**config.mk**
```make
export PLATFORM = sky130hd
export DESIGN_NAME = blm_ctrl
export DESIGN_NICKNAME = d
export VERILOG_FILES = /design/src/blm_pkg.sv /design/src/blm_ctrl.sv
export SDC_FILE = /design/constraint.sdc
export NUM_CORES = 1
export LEC_CHECK = 0
export ABC_AREA = 1
export BUFFER_PORTS_ARGS = -buffer_cell sky130_fd_sc_hd__buf_2
export CORE_ASPECT_RATIO = 0.9
export CORE_UTILIZATION = 50
export CTS_BUF_LIST = sky130_fd_sc_hd__clkbuf_4 sky130_fd_sc_hd__clkbuf_8
export DETAILED_ROUTE_END_ITERATION = 7
export HOLD_SLACK_MARGIN = 0.12
export PLACE_DENSITY = 0.71
export SLEW_MARGIN = 20
export SYNTH_ARGS = -nofsm -noshare
export SYNTH_HDL_FRONTEND = slang
export SYNTH_SLANG_ARGS = --single-unit
```
**constraint.sdc**
```tcl
create_clock -name clk -period 2.6 [get_ports clk]
set_clock_uncertainty 0.05 [all_clocks]
set_input_delay 0.52 -clock clk [delete_from_list [all_inputs] [get_ports clk]]
set_output_delay 0.52 -clock clk [all_outputs]
set_load 0.02 [all_outputs]
```
**src/blm_pkg.sv**
```systemverilog
// Shared types, codes and saturating helpers for the Brent line minimizer.
// Used by blm_div, blm_dp, blm_ctrl and brent_line_minimizer.
package blm_pkg;

  localparam int DATA_W        = 32;
  localparam int ITER_W        = 7;
  localparam int MAX_ITER_DEF  = 100;
  localparam int FRAC_BITS_DEF = 16;
  localparam logic [15:0] TOL_RESET = 16'd66;

  typedef logic signed [DATA_W-1:0] fx_t;
  typedef logic signed [65:0]       wide_t;

  // Result status codes
  typedef enum logic [1:0] {
    ST_PROBE     = 2'd0,
    ST_CONVERGED = 2'd1,
    ST_ITER_LIM  = 2'd2,
    ST_IGNORED   = 2'd3
  } status_t;

  // Request kinds
  localparam logic REQ_START = 1'b0;
  localparam logic REQ_VALUE = 1'b1;

  // Controller states, one-hot
  typedef enum logic [20:0] {
    S_IDLE   = 21'h000001,
    S_APPLY  = 21'h000002,
    S_LIM    = 21'h000004,
    S_TOL    = 21'h000008,
    S_CONV   = 21'h000010,
    S_PR     = 21'h000020,
    S_PQ     = 21'h000040,
    S_PT1    = 21'h000080,
    S_PT2    = 21'h000100,
    S_PPQ    = 21'h000200,
    S_PM1    = 21'h000400,
    S_PM2    = 21'h000800,
    S_PM3    = 21'h001000,
    S_PTEST  = 21'h002000,
    S_DSTART = 21'h004000,
    S_DIV    = 21'h008000,
    S_PADJ   = 21'h010000,
    S_G1     = 21'h020000,
    S_G2     = 21'h040000,
    S_FIN    = 21'h080000,
    S_RESP   = 21'h100000
  } state_t;

  // Datapath operations
  typedef enum logic [4:0] {
    OP_NONE, OP_IGN, OP_APPLY, OP_LIM, OP_TOL, OP_CONV,
    OP_R, OP_Q, OP_T1, OP_T2, OP_PQ, OP_M1, OP_M2, OP_M3,
    OP_DSTART, OP_PADJ, OP_G1, OP_G2, OP_FIN
  } op_t;

  typedef struct packed {
    logic capture;
    op_t  op;
  } dp_cmd_t;

  typedef struct packed {
    logic ignore;
    logic limit;
    logic conv;
    logic para;
    logic reject;
    logic div_done;
  } dp_sts_t;

  localparam wide_t SAT_MAX = 66'sd2147483647;
  localparam wide_t SAT_MIN = -66'sd2147483648;

  function automatic fx_t sat(input wide_t v);
    fx_t r;
    if (v > SAT_MAX) r = fx_t'(SAT_MAX);
    else if (v < SAT_MIN) r = fx_t'(SAT_MIN);
    else r = v[DATA_W-1:0];
    return r;
  endfunction

  function automatic fx_t sadd(input fx_t a, input fx_t b);
    return sat(wide_t'(a) + wide_t'(b));
  endfunction

  function automatic fx_t ssub(input fx_t a, input fx_t b);
    return sat(wide_t'(a) - wide_t'(b));
  endfunction

  function automatic fx_t sneg(input fx_t a);
    return sat(-wide_t'(a));
  endfunction

  function automatic fx_t sabs(input fx_t a);
    return (a < 0) ? sat(-wide_t'(a)) : a;
  endfunction

endpackage

```
**src/blm_ctrl.sv**
```systemverilog
// Controller: sequences the datapath through update, test, parabolic or golden step.
// Depends on blm_pkg.
module blm_ctrl (
  input  logic             clk,
  input  logic             rst_n,
  input  logic             in_tvalid,
  output logic             in_tready,
  output logic             out_tvalid,
  input  logic             out_tready,
  output blm_pkg::dp_cmd_t cmd,
  input  blm_pkg::dp_sts_t sts
);
  blm_pkg::state_t state_r, state_nxt;

  // Next state and datapath command
  always_comb begin
    state_nxt   = state_r;
    cmd.capture = 1'b0;
    cmd.op      = blm_pkg::OP_NONE;
    case (state_r)
      blm_pkg::S_IDLE: begin
        if (in_tvalid) begin
          cmd.capture = 1'b1;
          state_nxt   = blm_pkg::S_APPLY;
        end
      end
      blm_pkg::S_APPLY: begin
        if (sts.ignore) begin
          cmd.op    = blm_pkg::OP_IGN;
          state_nxt = blm_pkg::S_RESP;
        end else begin
          cmd.op    = blm_pkg::OP_APPLY;
          state_nxt = sts.limit ? blm_pkg::S_LIM : blm_pkg::S_TOL;
        end
      end
      blm_pkg::S_LIM: begin
        cmd.op    = blm_pkg::OP_LIM;
        state_nxt = blm_pkg::S_RESP;
      end
      blm_pkg::S_TOL: begin
        cmd.op    = blm_pkg::OP_TOL;
        state_nxt = blm_pkg::S_CONV;
      end
      blm_pkg::S_CONV: begin
        if (sts.conv) begin
          cmd.op    = blm_pkg::OP_CONV;
          state_nxt = blm_pkg::S_RESP;
        end else begin
          state_nxt = sts.para ? blm_pkg::S_PR : blm_pkg::S_G1;
        end
      end
      blm_pkg::S_PR:  begin cmd.op = blm_pkg::OP_R;  state_nxt = blm_pkg::S_PQ;  end
      blm_pkg::S_PQ:  begin cmd.op = blm_pkg::OP_Q;  state_nxt = blm_pkg::S_PT1; end
      blm_pkg::S_PT1: begin cmd.op = blm_pkg::OP_T1; state_nxt = blm_pkg::S_PT2; end
      blm_pkg::S_PT2: begin cmd.op = blm_pkg::OP_T2; state_nxt = blm_pkg::S_PPQ; end
      blm_pkg::S_PPQ: begin cmd.op = blm_pkg::OP_PQ; state_nxt = blm_pkg::S_PM1; end
      blm_pkg::S_PM1: begin cmd.op = blm_pkg::OP_M1; state_nxt = blm_pkg::S_PM2; end
      blm_pkg::S_PM2: begin cmd.op = blm_pkg::OP_M2; state_nxt = blm_pkg::S_PM3; end
      blm_pkg::S_PM3: begin cmd.op = blm_pkg::OP_M3; state_nxt = blm_pkg::S_PTEST; end
      blm_pkg::S_PTEST: begin
        state_nxt = sts.reject ? blm_pkg::S_G1 : blm_pkg::S_DSTART;
      end
      blm_pkg::S_DSTART: begin
        cmd.op    = blm_pkg::OP_DSTART;
        state_nxt = blm_pkg::S_DIV;
      end
      blm_pkg::S_DIV: begin
        if (sts.div_done) state_nxt = blm_pkg::S_PADJ;
      end
      blm_pkg::S_PADJ: begin cmd.op = blm_pkg::OP_PADJ; state_nxt = blm_pkg::S_FIN; end
      blm_pkg::S_G1:   begin cmd.op = blm_pkg::OP_G1;   state_nxt = blm_pkg::S_G2;  end
      blm_pkg::S_G2:   begin cmd.op = blm_pkg::OP_G2;   state_nxt = blm_pkg::S_FIN; end
      blm_pkg::S_FIN:  begin cmd.op = blm_pkg::OP_FIN;  state_nxt = blm_pkg::S_RESP; end
      blm_pkg::S_RESP: begin
        if (out_tready) state_nxt = blm_pkg::S_IDLE;
      end
      default: state_nxt = blm_pkg::S_IDLE;
    endcase
  end

  always_ff @(posedge clk) begin
    if (!rst_n) state_r <= blm_pkg::S_IDLE;
    else state_r <= state_nxt;
  end

  assign in_tready  = (state_r == blm_pkg::S_IDLE);
  assign out_tvalid = (state_r == blm_pkg::S_RESP);

  a_no_overlap: assert property (@(posedge clk) disable iff (!rst_n)
    !(in_tready && out_tvalid))
    else $error("request accepted while a result is pending");

  a_div_exit: assert property (@(posedge clk) disable iff (!rst_n)
    (state_r == blm_pkg::S_DIV && sts.div_done) |=> (state_r == blm_pkg::S_PADJ))
    else $error("divider finish not followed by step adjust");

  a_ignore_resp: assert property (@(posedge clk) disable iff (!rst_n)
    (state_r == blm_pkg::S_APPLY && sts.ignore) |=> (state_r == blm_pkg::S_RESP))
    else $error("idle value request not answered at once");

endmodule

```
; ---- Word level (Yosys, flattened, before mapping)
; Cells that the tools add are included.
[op_classes]
eq_ne = 24
muxes = 14
reduce_logical = 3
[ops]
columns = op, count
row1 = $pmux 21 s19, 1
row2 = $mux 21, 5
row3 = $pmux 5 s17, 1
row4 = $mux 18, 2
row5 = $eq 21x1->1 const B, 1
row6 = $eq 21x10->1 const B, 1
row7 = $eq 21x11->1 const B, 1
row8 = $eq 21x12->1 const B, 1
row9 = $eq 21x13->1 const B, 1
row10 = $eq 21x14->1 const B, 1
row11 = $eq 21x15->1 const B, 1
row12 = $eq 21x16->1 const B, 1
row13 = $eq 21x17->1 const B, 1
row14 = $eq 21x18->1 const B, 1
row15 = $eq 21x19->1 const B, 1
row16 = $eq 21x2->1 const B, 1
row17 = $eq 21x20->1 const B, 1
row18 = $eq 21x21->1 const B, 1
row19 = $eq 21x3->1 const B, 1
row20 = $eq 21x4->1 const B, 1
row21 = $eq 21x5->1 const B, 1
row22 = $eq 21x6->1 const B, 1
row23 = $eq 21x7->1 const B, 1
row24 = $eq 21x8->1 const B, 1
row25 = 9 further kinds, 12
[word_totals]
regBits = 21
input_bits = 10

; ---- Longest topological paths before layout
[logic_depth]
ltp_word = 3
ltp_mapped = 13

; ---- Least setup slack after synthesis
; Ideal clock, no wire load.
[synth_path]
path_kind = register -> output
from = reg state_r[8]
to = out cmd[2] (netlist bit)
arrival_time_ps = 1386
setup_slack_ps = 644
stages_incl_launch_ff = 8
path_cell_list = dfxtp_1 nor2_2 nand2_4 nor2_4 nand2_1 inv_2 nand2_1 o2111ai_1
[synth_rtl]
columns = item, line_no
row1 = from (decl), blm_ctrl.sv:13  ; blm_pkg::state_t state_r, state_nxt;
row2 = from (signal assigned), blm_ctrl.sv:82  ; if (!rst_n) state_r <= blm_pkg::S_IDLE;
row3 = from (signal assigned), blm_ctrl.sv:83  ; else state_r <= state_nxt;
row4 = to (decl), blm_ctrl.sv:10  ; output blm_pkg::dp_cmd_t cmd,

==> results.txt <==
The flow ran to the end, but the final reports show violations. The final reports fail on DRC. The type of the worst min-delay path is in2reg.

The static leakage power came out at ~0.00074 uW. The count of synthesis-stage warnings from yosys came out at 0. The number of max-slew violations in the final report is 0.

The largest total area in the synthesized netlist belongs to dfxtp_1. The share of the synthesized area in the top cell type is 31.0%. The worst setup path is captured at an output pin. The die is approximately 57 um wide.

In the final layout, the registers with the most flip-flops are state_r (21). After synthesis, the most frequently instantiated cells are nor2_1, nand2_1, inv_1. The worst pin sits at a relative slew slack of 63.6%. After floorplanning, the core was sized to cover between 2000 and 3000 um2. Synthesis inferred 21 register bits.

The final setup violation count came out at 0. The congestion estimate from routability-driven global placement came to 0.968. The cell that appears most often on the critical path is nand2_1. The pin slew with the least headroom to its limit is ~540 ps. The most flop-heavy register is state_r.

The count of hold-fix buffers inserted at cts is 0. The critical path's top delay family is simple AND/OR/NAND/NOR gates. The setup path with the least slack is of type reg2out. The count of flip-flops with a built-in enable after synthesis came out at 0.

Setup slack closes at 82.4 ps. The number of maximum-capacitance violations came out at 0. Setup repair after global routing could not meet its margin everywhere. The total number of H-tree levels is 1. The gate count of the mapped netlist is about 210. The final layout contains roughly 240 nets. The clock-pin slew on the worst setup and hold paths is approximately 120 ps.

The register with the most flip-flops in the layout has 21 of them. The initial antenna violation count is 0. The worst setup path is launched from a flip-flop. The number of vias in the routed layout is 1363. The critical path goes through nor2_2 > nand2_2 > inv_1 > nand2_1 > nor2_4 > buf_4 > nand2_1 > nand3_1 > or3_1 > buf_2. The final critical path takes up a little over nine tenths of the cycle. The count of TritonRoute iterations in the first routing pass is 6.

In the global route stage, overall resource usage came out at between 20% and 30%. The number of top-level design ports came out at 18. The later-pin clock latency in the skew report came out at 320 ps. Among all stages on the critical path, the largest delay is contributed by dfxtp_1. The number of unique standard cell types used by synthesis came out at 26. The initial core utilization came out at a little over half. The average instance area after synthesis is between 6 and 7 um2. The final design utilization came out at between 60% and 70%.

The die height came out at about 51 um. The remaining design rule violation count came out at 4. The TritonCTS sink count is 21. The share of flip-flops with an asynchronous set or reset is 0%. Of the cells placed in the final design, the portion with a size suffix greater than 1 is 32.9%.

After routing the design area is around 1600 um2. The maximum clock path buffer count came out at 2. The floorplan step defined a die boundary enclosing between 2000 and 3000 um2.

The number of nets with antenna violations after detailed routing came out at 0. The largest fanout on the critical path came out at 6. The fraction of the yosys area taken by sequential cells is between 30% and 40%. The wire length of the first global-routing pass is about 5.1 mm.

The peak supply drop is 0.400 mV. The maximum clock frequency is between 300 and 400 MHz. By instance count, the leading cell after synthesis is nor2_1. The cell at the root of the clock tree is clkbuf_4. The initialized floorplan defines 17 standard-cell rows. TritonCTS built the clock tree. For this design the ratio of total power to cell area is roughly 740 nW/um2. Port buffering added 17 buffers. STA puts the critical path data required time at roughly 2000 ps. The number of vias per cell is roughly 5.3.

The number of failing hold endpoints at the final stage came out at 0. The post-detailed-placement half-perimeter wirelength is 2.41 mm. The number of antenna diodes in the final layout is 0.

Dividing the detail-routed wire length by the instance count gives 12.0 um. Data arrives at the worst endpoint at between 1500 and 2000 ps. The final period demand of the worst path is 2520 ps. The most used flip-flop cell after synthesis is dfxtp_1. Summing all placed instances gives a cell area of around 1500 um2. In this run, the number of DRC markers left after iteration 0 of detailed routing was between 70 and 80. The netlist area before placement came out at 1360 um2.

After global routing the overflow that remains totals 0. The worst-case setup slack after placement came out at around 380 ps. The number of nets in the synthesized netlist is about 220.

The total clock buffers created by CTS is 3. The delay of the slowest cell on the worst path is around 380 ps. The area growth from synthesis to layout came out at 14.6%. By area the synthesized netlist is led by dfxtp_1, nor2_1, nand2_1, nand3_1, nor2_2. The via count of the first global-routing pass is 1244. The maximum number of pins on one net before global-route repair is 14.

The final wirelength came out at ~3.1 mm. The critical path contains buffers and inverters numbering 3 combined.
[path summary, 6_finish.rpt]
path / startpoint / end / slack (ps) / cells after the start
max reg2reg: state_r[0] / state_r[17] / 470 / 13
min reg2reg: state_r[20] / state_r[20] / 500 / 2
max: state_r[2] / cmd[1] / 80 / 10
min: sts[4] / state_r[3] / 320 / 2
[logic make-up (layout without fill, tap and decap cells)]
group,count (synthesis),after routing,share of synthesized area (%)
flops,21,21,31.0
buf+inv,30,52,8.96
simple gates,148,148,56.0
compound gates,10,10,4.06
[layout make-up]
cell class,count,area [um2]
tap,28,35.0
sequential,21,429
clock buffer,4,30.0
multi-input combinational,158,846
fill,243,957
inverter,29,110
timing repair buffer,19,103
[worst reg2reg max path, stage by stage, from the launching register on]
cell      delay, ps
dfxtp_2         350
nor2_2          160
nand2_2         140
inv_1            80
nand2_1          80
nor2_4          160
buf_4           130
buf_4           100
nand3b_2         80
nand3_2         140
inv_2            80
nand3_2          90
nand2_2         240
nor2_1          180
[timing repair]
action / 4_1_cts / 5_1_grt
cloned: 0 / 0
gates resized for setup: 1 / 17
setup endpoints to repair: 1 / 3
pin swaps: 0 / 2
setup buffers: 0 / 2
[metal layers]
metal | routed length, um | track usage, %
met5 | 0 | 0
met4 | 31 | 8.13
met3 | 199 | 6.84
met2 | 1480 | 38.5
met1 | 1410 | 28.3
[metrics by stage]
stage | hold slack, ps | total power, uW | setup TNS (ps) | std cells
after global routing | 321 | 1230 | -1.11 | 259
after CTS | 328 | 1110 | 0 | 257
final | 323 | 1150 | 0 | 259
after global placement | 476 | 934 | 0 | 253
after detailed placement | 472 | 939 | 0 | 253
after floorplan | 441 | 837 | 0 | 209
[cell usage in the layout (no fill, tap or decap), types with 2 or more instances in the layout]
cell	synthesis	routed
inv_1	23	23
nand2_1	36	35
buf_2	0	16
nand2_2	6	7
nor2_2	15	16
nor2_1	41	38
clkbuf_4	0	4
or3_1	2	2
nor4_1	3	3
nand4_1	4	4
buf_4	0	3
o21ai_2	0	2
nor2_4	7	9
dfxtp_1	21	14
dfxtp_2	0	7
nand3_1	20	20
nor3_1	6	6
o21ai_1	3	2
inv_2	5	5
nand3_2	3	3
o21ai_0	4	3
[power by group]
group | total [uW] | internal, uW | leakage (uW) | switching, uW
clock | 174 | 70.6 | 0.0000184 | 103
combinational | 607 | 182 | 0.000554 | 425
sequential | 367 | 350 | 0.000173 | 17.3
total | 1150 | 602 | 0.000745 | 545
No activity file was read; power rests on OpenSTA's default activity.
